<file path="src/design/ecss_pkg.sv">
// Shared types, constants and decode functions for the encoder counter display scan.
`default_nettype none
package ecss_pkg;

	localparam int COUNT_W = 14;
	localparam int SEG_W   = 7;
	localparam int EN_W    = 4;
	localparam int POS_W   = 2;
	localparam int RECIP_W = 24;
	localparam int RECIP_SH = 23;
	localparam int QUOT_W  = 14;
	localparam int DIV10_W = 16;
	localparam int DIV10_SH = 19;

	localparam logic [COUNT_W-1:0] COUNT_TOP_RESET = 14'd4095;
	localparam logic [DIV10_W-1:0] DIV10_RECIP     = 16'd52429;
	localparam logic [POS_W-1:0]   POS_THOUSANDS   = 2'd3;
	localparam logic [EN_W-1:0]    EN_ALL_OFF      = 4'hF;
	localparam logic [EN_W-1:0]    EN_UNITS        = 4'b1000;

	typedef enum logic [1:0] {
		OP_STEP    = 2'd0,
		OP_BUTTON  = 2'd1,
		OP_REFRESH = 2'd2
	} op_t;

	typedef struct packed {
		logic [1:0] operation;
		logic       clock_level;
		logic       data_level;
	} item_t;

	typedef struct packed {
		logic               refresh;
		logic [POS_W-1:0]   pos;
		logic [COUNT_W-1:0] count;
		logic [QUOT_W-1:0]  quot;
	} digit_req_t;

	// Scaled reciprocal of 1, 10, 100, 1000 for a 14-bit dividend.
	function automatic logic [RECIP_W-1:0] recip_of(input logic [POS_W-1:0] pos);
		logic [RECIP_W-1:0] r;
		case (pos)
			2'd0:    r = 24'd8388608;
			2'd1:    r = 24'd838861;
			2'd2:    r = 24'd83887;
			default: r = 24'd8389;
		endcase
		return r;
	endfunction

	function automatic logic [SEG_W-1:0] seg_of(input logic [3:0] d);
		logic [SEG_W-1:0] s;
		case (d)
			4'd0:    s = 7'h3F;
			4'd1:    s = 7'h06;
			4'd2:    s = 7'h5B;
			4'd3:    s = 7'h4F;
			4'd4:    s = 7'h66;
			4'd5:    s = 7'h6D;
			4'd6:    s = 7'h7D;
			4'd7:    s = 7'h07;
			4'd8:    s = 7'h7F;
			4'd9:    s = 7'h6F;
			default: s = 7'h00;
		endcase
		return s;
	endfunction

endpackage
`default_nettype wire

</file>
<file path="src/design/ecss_count_stage.sv">
// Count update, scan position and digit quotient stage.
`default_nettype none
module ecss_count_stage (
	input  wire logic                        clk,
	input  wire logic                        arst_n,
	input  wire logic                        cfg_write_en,
	input  wire logic [ecss_pkg::COUNT_W-1:0] cfg_write_data,
	input  wire logic                        advance,
	input  wire ecss_pkg::item_t             item_s1,
	output      ecss_pkg::digit_req_t        req_s2
);
	import ecss_pkg::*;

	logic [COUNT_W-1:0] count_top_q;
	logic [COUNT_W-1:0] count_q;
	logic [POS_W-1:0]   scan_q;
	logic [COUNT_W-1:0] count_next;
	logic [COUNT_W+RECIP_W-1:0] prod;
	logic               is_refresh;

	always_comb begin
		count_next = count_q;
		is_refresh = 1'b0;
		case (item_s1.operation)
			OP_STEP: begin
				if (item_s1.clock_level != item_s1.data_level) begin
					if (count_q >= count_top_q)
						count_next = '0;
					else
						count_next = count_q + 14'd1;
				end else begin
					if (count_q == '0)
						count_next = count_top_q;
					else
						count_next = count_q - 14'd1;
				end
			end
			OP_BUTTON: count_next = '0;
			OP_REFRESH: is_refresh = 1'b1;
			default: count_next = count_q;
		endcase
	end

	assign prod = (COUNT_W+RECIP_W)'(count_q) * (COUNT_W+RECIP_W)'(recip_of(scan_q));

	always_ff @(posedge clk or negedge arst_n) begin
		if (!arst_n) begin
			count_top_q <= COUNT_TOP_RESET;
			count_q     <= '0;
			scan_q      <= '0;
		end else begin
			if (cfg_write_en)
				count_top_q <= cfg_write_data;
			if (advance) begin
				count_q <= count_next;
				if (is_refresh)
					scan_q <= scan_q + 2'd1;
			end
		end
	end

	always_ff @(posedge clk) begin
		if (advance) begin
			req_s2.refresh <= is_refresh;
			req_s2.pos     <= scan_q;
			req_s2.count   <= count_next;
			req_s2.quot    <= prod[RECIP_SH+QUOT_W-1:RECIP_SH];
		end
	end

endmodule
`default_nettype wire

</file>
<file path="src/design/ecss_digit_stage.sv">
// Decimal digit, segment decode and held display outputs.
`default_nettype none
module ecss_digit_stage (
	input  wire logic                         clk,
	input  wire logic                         arst_n,
	input  wire logic                         advance,
	input  wire ecss_pkg::digit_req_t         req_s2,
	output      logic [ecss_pkg::COUNT_W-1:0] count_s3,
	output      logic [ecss_pkg::SEG_W-1:0]   seg_s3,
	output      logic [ecss_pkg::EN_W-1:0]    en_s3
);
	import ecss_pkg::*;

	logic [SEG_W-1:0] seg_q;
	logic [EN_W-1:0]  en_q;
	logic [QUOT_W+DIV10_W-1:0] p10;
	logic [QUOT_W-1:0] q10;
	logic [QUOT_W-1:0] rem;
	logic [3:0]        digit;
	logic [SEG_W-1:0]  seg_new;
	logic [EN_W-1:0]   en_new;

	assign p10 = (QUOT_W+DIV10_W)'(req_s2.quot) * (QUOT_W+DIV10_W)'(DIV10_RECIP);
	assign q10 = QUOT_W'(p10[QUOT_W+DIV10_W-1:DIV10_SH]);
	assign rem = req_s2.quot - (q10 << 3) - (q10 << 1);

	always_comb begin
		if (req_s2.pos == POS_THOUSANDS) begin
			digit   = req_s2.quot[3:0];
			seg_new = (req_s2.quot < 14'd10) ? seg_of(digit) : '0;
		end else begin
			digit   = rem[3:0];
			seg_new = seg_of(digit);
		end
		en_new = ~(EN_UNITS >> req_s2.pos);
	end

	always_ff @(posedge clk or negedge arst_n) begin
		if (!arst_n) begin
			seg_q <= '0;
			en_q  <= EN_ALL_OFF;
		end else if (advance && req_s2.refresh) begin
			seg_q <= seg_new;
			en_q  <= en_new;
		end
	end

	always_ff @(posedge clk) begin
		if (advance) begin
			count_s3 <= req_s2.count;
			seg_s3   <= req_s2.refresh ? seg_new : seg_q;
			en_s3    <= req_s2.refresh ? en_new : en_q;
		end
	end

endmodule
`default_nettype wire

</file>
<file path="src/design/encoder_counter_seven_segment_scan_top.sv">
// Top level of the encoder counter with four-digit multiplexed display scan.
//
//  channel | direction | handshake              | payload
//  --------+-----------+------------------------+------------------------------------
//  in      | input     | in_valid / in_ready    | operation, clock_level, data_level
//  out     | output    | out_valid / out_ready  | count_value, segments, digit_enables
//  cfg     | input     | cfg_write_en           | cfg_write_data (count_top)
//
// One item per cycle sustained while the output is not stalled; each item's result passes the
// input register at its accepting edge, then the count and quotient stage, then the digit and
// output register. Reset clears the count and scan position, turns the held segment and enable
// registers off (the output registers are not reset) and loads count_top with 4095. A stalled
// output holds each full stage whose following stages are all full; empty stages keep filling.
`default_nettype none
module encoder_counter_seven_segment_scan_top (
	input  wire logic                         clk,
	input  wire logic                         arst_n,
	input  wire logic                         cfg_write_en,
	input  wire logic [ecss_pkg::COUNT_W-1:0] cfg_write_data,
	input  wire logic                         in_valid,
	output      logic                         in_ready,
	input  wire logic [1:0]                   operation,
	input  wire logic                         clock_level,
	input  wire logic                         data_level,
	output      logic                         out_valid,
	input  wire logic                         out_ready,
	output      logic [ecss_pkg::COUNT_W-1:0] count_value,
	output      logic [ecss_pkg::SEG_W-1:0]   segments,
	output      logic [ecss_pkg::EN_W-1:0]    digit_enables
);
	import ecss_pkg::*;

	item_t      item_s1;
	digit_req_t req_s2;
	logic       v1_q, v2_q, v3_q;
	logic       r1, r2, r3;

	assign r3 = !v3_q || out_ready;
	assign r2 = !v2_q || r3;
	assign r1 = !v1_q || r2;
	assign in_ready  = r1;
	assign out_valid = v3_q;

	always_ff @(posedge clk or negedge arst_n) begin
		if (!arst_n) begin
			v1_q <= 1'b0;
			v2_q <= 1'b0;
			v3_q <= 1'b0;
		end else begin
			if (r1)
				v1_q <= in_valid;
			if (r2)
				v2_q <= v1_q;
			if (r3)
				v3_q <= v2_q;
		end
	end

	always_ff @(posedge clk) begin
		if (in_valid && r1) begin
			item_s1.operation   <= operation;
			item_s1.clock_level <= clock_level;
			item_s1.data_level  <= data_level;
		end
	end

	ecss_count_stage u_count (
		.clk            (clk),
		.arst_n         (arst_n),
		.cfg_write_en   (cfg_write_en),
		.cfg_write_data (cfg_write_data),
		.advance        (v1_q && r2),
		.item_s1        (item_s1),
		.req_s2         (req_s2)
	);

	ecss_digit_stage u_digit (
		.clk      (clk),
		.arst_n   (arst_n),
		.advance  (v2_q && r3),
		.req_s2   (req_s2),
		.count_s3 (count_value),
		.seg_s3   (segments),
		.en_s3    (digit_enables)
	);

endmodule
`default_nettype wire
</file>
<file path="config.mk">
export PLATFORM = sky130hd
export DESIGN_NAME = encoder_counter_seven_segment_scan_top
export DESIGN_NICKNAME = d
export VERILOG_FILES = /design/src/design/ecss_pkg.sv /design/src/design/ecss_count_stage.sv /design/src/design/ecss_digit_stage.sv /design/src/design/encoder_counter_seven_segment_scan_top.sv
export SDC_FILE = /design/constraint.sdc
export NUM_CORES = 1
export LEC_CHECK = 0
export BUFFER_PORTS_ARGS = -buffer_cell sky130_fd_sc_hd__buf_2
export CAP_MARGIN = 20
export CORE_ASPECT_RATIO = 0.7
export CORE_MARGIN = 1
export CORE_UTILIZATION = 37
export CTS_BUF_LIST = sky130_fd_sc_hd__clkbuf_16
export CTS_CLUSTER_DIAMETER = 150
export DETAILED_ROUTE_END_ITERATION = 10
export HOLD_SLACK_MARGIN = 0.1
export PLACE_DENSITY_LB_ADDON = 0.3
export SLEW_MARGIN = 20
export SYNTH_ARGS = -nofsm -noshare
export SYNTH_HDL_FRONTEND = slang
export SYNTH_HIERARCHICAL = 1
export SYNTH_SLANG_ARGS = --single-unit
</file>
<file path="constraint.sdc">
create_clock -name clk -period 8.21 [get_ports clk]
set_input_delay 1.642 -clock clk [delete_from_list [all_inputs] [get_ports clk]]
set_output_delay 1.642 -clock clk [all_outputs]
set_load 0.02 [all_outputs]
</file>
== Word level (Yosys, flattened, before mapping) ==
Memories as Yosys holds them, arrays and structs flattened. A register that Yosys moved wholly into a read port is not among the register bits.
Cells that the tools add are included.

* Add/sub/neg operators: 5
* $mul: 2
* Magnitude comparators: 2
* Equal/unequal tests: 6
* Shift operators: 1
* Mux-type cells: 11
* Bitwise logic cells: 1
* Reductions and logical operators: 14

{| class="wikitable"
|+ Operators by type and width
! cell !! number
|-
| 24-bit one-hot mux with 3 select lines || 1
|-
| 14-bit 2-to-1 mux || 3
|-
| 14-bit by 24-bit multiplier with 37-bit output || 1
|-
| 14-bit one-hot mux with 2 select lines || 1
|-
| 14-bit by 16-bit multiplier with 22-bit output (second input constant) || 1
|-
| 7-bit 2-to-1 mux || 3
|-
| 14-bit by 1-bit adder with 14-bit output (second input constant) || 1
|-
| 14-bit >= comparator || 1
|-
| 14-bit zero test || 1
|-
| 14-bit by 4-bit < comparator with 1-bit output (second input constant) || 1
|-
| 14-bit by 1-bit subtractor with 14-bit output (second input constant) || 1
|-
| 4-bit 2-to-1 mux || 2
|-
| 4-bit subtractor || 2
|-
| 2-bit == test (second input constant) || 3
|-
| 2-bit by 1-bit == test with 1-bit output (second input constant) || 2
|-
| 1-bit logical AND || 4
|-
| 2-bit zero test || 2
|-
| 4-bit inverter || 1
|-
| 4-bit by 2-bit right shift with 4-bit output (first input constant) || 1
|-
| 1-bit zero test || 3
|-
| 1-bit logical OR || 3
|-
| 2-bit by 1-bit adder with 2-bit output (second input constant) || 1
|-
| 2-bit AND reduction || 1
|-
| 1-bit 2-to-1 mux || 1
|-
| 1-bit != test || 1
|}

* Bits in registers: 104
* Memory bits (read-only): 224
* Bits of input ports: 23
* Logic and storage cells: 62
* Memories kept: 2

{| class="wikitable"
|+ Memory list
! name !! words !! bits a word !! read ports !! clocked after memory_dff !! wr ports !! line !! text
|-
| (no name shown) || 16 || 7 || 1 || 1 || 0 || ecss_pkg.sv:54 || <nowiki>case (d)</nowiki>
|-
| (no name shown) || 16 || 7 || 1 || 0 || 0 || ecss_pkg.sv:54 ||
|}

== Longest topological paths before layout ==
An unclocked memory read counts as a cell.

* Depth in word-level cells: 6
* Gate-level depth with buffers: 29

== Modules after synthesis ==
The synthesis kept the hierarchy.

{| class="wikitable"
|+ By module, submodules not included
! module !! times used !! cells each !! area an instance (um^2) !! seq. area each (um^2)
|-
| ecss_count_stage || 1 || 1265 || 11680.0 || 1696.6
|-
| ecss_digit_stage || 1 || 429 || 4504.3 || 1031.0
|-
| encoder_counter_seven_segment_scan_top || 1 || 16 || 265.3 || 195.2
|}

== Worst setup path before layout ==
Ideal clock, no wire load.

* Path kind: reg2reg
* From: register u_count/req_s2[8] (netlist name)
* To: register u_digit/seg_s3[0] (netlist bit), data pin
* Library setup time: 0.265 ns
* Arrival: 6.160 ns
* Data required time: 7.945 ns
* Path slack: 1.785 ns
* Cell stages (with the launch flop): 26
* Path buffers: 0
* Period minus slack after synthesis: 6.425 ns
* Cells stage by stage: edfxtp_1 -> inv_1 -> ha_1 -> inv_1 -> fa_1 -> fa_1 -> fa_1 -> inv_1 -> fa_1 -> inv_1 -> fa_1 -> inv_1 -> ha_1 -> and4_1 -> and2_4 -> a21oi_2 -> a21oi_2 -> a21o_1 -> a21oi_1 -> xnor2_1 -> ha_1 -> a221oi_1 -> o311ai_2 -> xnor2_2 -> mux2i_1 -> a31oi_1

* Word-level cells in the longest chain between the ends: 6
* Elaborated cells on any way between the ends: 8
* Those cells by class: 2 x add/sub; 1 x mul; 1 x order compare; 3 x mux; 1 x memory

{| class="wikitable"
|+ Ends and longest elaborated chain
! what !! line !! text
|-
| 14-bit by 16-bit multiplier with 22-bit output || ecss_digit_stage.sv:23 || <nowiki>assign p10 = (QUOT_W+DIV10_W)'(req_s2.quot) * (QUOT_W+DIV10_W)'(DIV10_RECIP);</nowiki>
|-
| 4-bit subtractor (2 in series) || ecss_digit_stage.sv:25 || <nowiki>assign rem = req_s2.quot - (q10 << 3) - (q10 << 1);</nowiki>
|-
| memory read 16 x 7 bit || n/a ||
|-
| 7-bit 2-to-1 mux (*) || ecss_digit_stage.sv:28 || <nowiki>if (req_s2.pos == POS_THOUSANDS) begin</nowiki>
|-
| 7-bit 2-to-1 mux (*) || ecss_digit_stage.sv:51 || <nowiki>seg_s3 <= req_s2.refresh ? seg_new : seg_q;</nowiki>
|-
| end signal, assigned || ecss_digit_stage.sv:51 ||
|-
| end, declared || ecss_digit_stage.sv:9 || <nowiki>output logic [ecss_pkg::SEG_W-1:0] seg_s3,</nowiki>
|}

Mark *: on every way between the ends. The rest lies on a longest branch, timed or not.
A chain may end at the register's enable or synchronous reset.

== Worst setup path in the final report ==
* From: register u_count.scan_q[0]
* To: register u_count/req_s2[13] (netlist name)

* Word-level cells in the longest chain between the ends: 3
* Elaborated cells on any way between the ends: 5
* Those cells by class: 1 x mul; 2 x eq/ne; 1 x mux; 1 x reduce/logical

{| class="wikitable"
|+ Ends and longest elaborated chain
! what !! line !! text
|-
| start, declared || ecss_count_stage.sv:16 || <nowiki>logic [POS_W-1:0] scan_q;</nowiki>
|-
| start signal, assigned || ecss_count_stage.sv:57 || <nowiki>scan_q <= scan_q + 2'd1;</nowiki>
|-
| 2-bit == test (tied with other cells) || ecss_pkg.sv:43 || <nowiki>case (pos)</nowiki>
|-
| 24-bit one-hot mux with 3 select lines (*) || ecss_pkg.sv:43 ||
|-
| 14-bit by 24-bit multiplier with 37-bit output (*) || ecss_count_stage.sv:44 || <nowiki>assign prod = (COUNT_W+RECIP_W)'(count_q) * (COUNT_W+RECIP_W)'(recip_of(scan_q));</nowiki>
|-
| named net u_count.prod[36] || ecss_count_stage.sv:18 || <nowiki>logic [COUNT_W+RECIP_W-1:0] prod;</nowiki>
|}

Mark *: on every way through the listed nets, which the timed path passes. The rest lies on a longest branch.

==> out/summary.txt <==
RUN STATUS
----------------------------------------------------------------------------------------
Run status ................................................................ finished clean

DRT
----------------------------------------------------------------------------------------
Post-route ant nets .......................................................            0
DR vias ...................................................................        12.0k
Initial DRC Count .........................................................          950
Avg Vias per Cell .........................................................         5.16
Remaining design rule violation count .....................................            0
Wire length per cell after detailed routing ...............................      18.7 um
Wire length reported by the detailed router ...............................      43.6 mm
Number of iterations in the first detailed-routing pass ...................            7

TIMING
----------------------------------------------------------------------------------------
Setup repair after global routing missed its margin .......................           no
Portion of the clock cycle consumed by the worst path in the final layout .        92.5%
Transition time at the pin with the least slew margin .....................      1060 ps
Worst clock skew ..........................................................      12.0 ps
Fmax ......................................................................    0.132 GHz
Fin. max-slew vios ........................................................            0
Final setup violation count ...............................................            0
Min Clock Period, post-route ..............................................      7590 ps
Slew HR ...................................................................        28.6%
Final worst-path setup slack ..............................................       619 ps
Total negative slack ......................................................         0 ps
Final count of hold timing violations .....................................            0

CLOCK TREE
----------------------------------------------------------------------------------------
Longest Clk Path Bufs .....................................................            2
CTS clock-pin slew for the worst setup and hold paths .....................        80 ps
Maximum level of the CTS H-tree ...........................................            3
Sink count of the clock tree ..............................................          104
Clk Tree Root Cell ........................................................ sky130_fd_sc_hd__clkbuf_16
Cts bufs inserted .........................................................            9
TritonCTS clock tree ......................................................        built
Post-CTS setup buffer count ...............................................            0
Gates resized, CTS repair .................................................            0
Hold buffer count at cts ..................................................            0
Clock latency reported for the late side of the worst-skew pair ...........       360 ps

CRITICAL PATH
----------------------------------------------------------------------------------------
Buffers plus inverters on the worst setup path ............................            6
Largest stage delay on the critical path ..................................       810 ps
Largest fanout on the critical path .......................................           16
CP arrival ................................................................      7690 ps
Crit path launch type .....................................................     register
Critical path's top delay family ..........................................  adder cells
Required time at the worst-slack endpoint .................................      8310 ps
Critical path capture point type ..........................................     register
Crit Path Class ...........................................................      reg2reg
Max stage delay cell, worst path .......................................... sky130_fd_sc_hd__o31ai_1
Critical path cell sequence ............................................... buf_4 > inv_1 > ha_1 > and2_1 > xor2_1 > ha_1 > a21o_1 > fa_1 > inv_1 > fa_1 > inv_1 > fa_1 > fa_1 > inv_1 > fa_1 > inv_1 > ha_1 > nand2_1 > o2111ai_1 > nor3b_1 > o31ai_1 > a31oi_1 > xnor2_1

LAYOUT
----------------------------------------------------------------------------------------
Relative area change from synthesis to final layout .......................        7.18%
Share of final-layout standard cells stronger than drive strength 1 .......        7.65%
Final-stage net count .....................................................         2243
Leading cell types in the layout, fill and taps excluded .................. 402 x sky130_fd_sc_hd__inv_1, 264 x sky130_fd_sc_hd__ha_1, 222 x sky130_fd_sc_hd__fa_1
Number of inserted diodes .................................................            0
Most common cell after layout, fill and taps aside ........................ sky130_fd_sc_hd__inv_1
Final core utilization ....................................................        40.3%
Total non-filler cell area in the finished layout ......................... 0.0176 sq mm

SYNTH
----------------------------------------------------------------------------------------
Synth cell types ..........................................................           87
Sequential share of the synthesized area ..................................        17.8%
Synth warn ................................................................            6
Cell area after synthesis ................................................. 0.0164 sq mm
Share of synthesized flip-flops with an asynchronous set or reset .........        42.3%
Average cell area after synthesis .........................................   9.62 sq um
Synthesized instance count ................................................         1710
FF+latch count, synth .....................................................          104
Synth Flop Type ........................................................... sky130_fd_sc_hd__edfxtp_1
Number of synthesized flops with an enable pin ............................           60
Net count of the mapped netlist ...........................................         2219

GRT
----------------------------------------------------------------------------------------
Number of global-route vias before repair .................................        11.9k
Wire length of the first global-routing pass ..............................      68.8 mm
Pin count of the biggest net entering global routing ......................           45
Total overflow reported by the global router ..............................            0
GRT Total Usage ...........................................................        20.0%
Initial antenna violation count ...........................................            1

PLACEMENT
----------------------------------------------------------------------------------------
Worst setup timing slack at the placement stage ...........................       849 ps
Routability Congestion ....................................................        0.962
DP Area ................................................................... 0.0173 sq mm
Buffers added on ports ....................................................           49
Dpl hpwl ..................................................................      37.3 mm

FLOORPLANNING
----------------------------------------------------------------------------------------
Total die area ............................................................ 0.0453 sq mm
Die H .....................................................................       178 um
Initial standard-cell utilization of the core .............................        37.6%
Width of the die ..........................................................       254 um
Number of primary I/O pins ................................................           50
Floorplan Core Area ....................................................... 0.0438 sq mm
Floorplan row count .......................................................           64

FLOW RUN
----------------------------------------------------------------------------------------
# Max-Cap Violations ......................................................            0

MIN PATH
----------------------------------------------------------------------------------------
Type of the tightest min-delay check ......................................      reg2reg

cell type report:
type | count | area (sq um)
Fill cell | 4366 | 26200
Multi-Input combinational cell | 1153 | 11800
Sequential cell | 104 | 2920
Tap cell | 594 | 743
Inverter | 402 | 1510
Clock buffer | 9 | 225
Timing Repair Buffer | 64 | 358
Clock inverter | 7 | 88.8
kinds of logic after synthesis:
kind of cell | share of synthesized area (%)
muxes | 0.624
and+or+nand+nor | 10.4
AOI/OAI and AO/OA | 10.8
xor gates and xnor gates | 2.60
buffers and inverters | 10.7
adders and majority gates | 47.2
DFF | 17.8
state kept, by name, summed over array words and instances, names as in the netlist, 2 cells and up:
name,cells
u_count/req_s2,31
u_count/scan_q,2
u_digit/en_s3,4
u_digit/count_s3,14
u_digit/seg_s3,7
u_count/count_q,14
item_s1,4
u_digit/en_q,4
u_count/count_top_q,14
u_digit/seg_q,7
cells in the mapped netlist, types with 3 or more instances:
cell                        instances  area, sq um
sky130_fd_sc_hd__inv_1            402         1510
sky130_fd_sc_hd__ha_1             264         3300
sky130_fd_sc_hd__fa_1             222         4440
sky130_fd_sc_hd__nand2_1          124          465
sky130_fd_sc_hd__a21oi_1           72          360
sky130_fd_sc_hd__nor2_1            62          233
sky130_fd_sc_hd__edfxtp_1          60         1800
sky130_fd_sc_hd__o21ai_0           54          270
sky130_fd_sc_hd__and2_1            41          257
sky130_fd_sc_hd__clkbuf_1          32          120
sky130_fd_sc_hd__xnor2_1           32          280
sky130_fd_sc_hd__dfrtp_1           28          701
sky130_fd_sc_hd__a31oi_1           23          144
sky130_fd_sc_hd__a21o_1            19          143
sky130_fd_sc_hd__nand2b_1          18          113
sky130_fd_sc_hd__dfstp_2           16          420
sky130_fd_sc_hd__nand3_1           16         80.1
sky130_fd_sc_hd__nand4_1           16          100
sky130_fd_sc_hd__o22ai_1           16          100
sky130_fd_sc_hd__xor2_1            15          131
sky130_fd_sc_hd__o211ai_1          13         97.6
sky130_fd_sc_hd__nor3_1            11         55.1
sky130_fd_sc_hd__nor2b_1           10         62.6
sky130_fd_sc_hd__a22oi_1            9         67.6
sky130_fd_sc_hd__buf_2              9         45.0
sky130_fd_sc_hd__mux2i_1            8         80.1
sky130_fd_sc_hd__a21boi_0           5         37.5
sky130_fd_sc_hd__and3_1             5         31.3
sky130_fd_sc_hd__buf_6              5         56.3
sky130_fd_sc_hd__o31ai_1            5         37.5
sky130_fd_sc_hd__o32a_1             5         50.1
sky130_fd_sc_hd__or2_2              5         31.3
sky130_fd_sc_hd__a211oi_1           4         30.0
sky130_fd_sc_hd__nor4_1             4         25.0
sky130_fd_sc_hd__a21oi_2            3         26.3
sky130_fd_sc_hd__a31o_2             3         26.3
sky130_fd_sc_hd__a41oi_1            3         26.3
sky130_fd_sc_hd__and4_1             3         26.3
sky130_fd_sc_hd__nand3b_1           3         22.5
sky130_fd_sc_hd__nand4b_1           3         26.3
sky130_fd_sc_hd__nor3b_1            3         22.5
sky130_fd_sc_hd__o2111ai_1          3         26.3
per-layer routing:
layer | global-route usage, % | wire (um)
met5 | 0 | 9
met4 | 2.46 | 318
met3 | 4.89 | 4320
met2 | 26.4 | 16600
met1 | 32.6 | 22300
per-stage QoR:
| step | hold WS [ps] | cells |
|---|---|---|
| 2_1_floorplan | 400 | 1710 |
| 3_3_place_gp | 404 | 2317 |
| 3_5_place_dp | 405 | 2317 |
| 4_1_cts | 425 | 2333 |
| 5_1_grt | 427 | 2333 |
| 6_report | 423 | 2333 |
final timing paths:
path / from / endpoint / slack, ps / cells past startpoint
setup reg to reg: u_count/scan_q[0]$_DFFE_PN0P_ / u_count/req_s2[13]$_DFFE_PP_ / 620 / 23
max in group asynchronous: arst_n / u_digit/seg_q[2]$_DFFE_PN0P_ / 6420 / 2
setup / recovery: u_count/scan_q[0]$_DFFE_PN0P_ / u_count/req_s2[13]$_DFFE_PP_ / 620 / 23
min in group asynchronous: arst_n / v1_q$_DFFE_PN0P_ / 1370 / 2
hold / removal: u_count/req_s2[18]$_DFFE_PP_ / u_digit/count_s3[4]$_DFFE_PP_ / 420 / 0
hold reg to reg: u_count/req_s2[18]$_DFFE_PP_ / u_digit/count_s3[4]$_DFFE_PP_ / 420 / 0
Power is not shown: default switching activity piles up to over one toggle a cycle in this logic, so the estimate is an artifact.
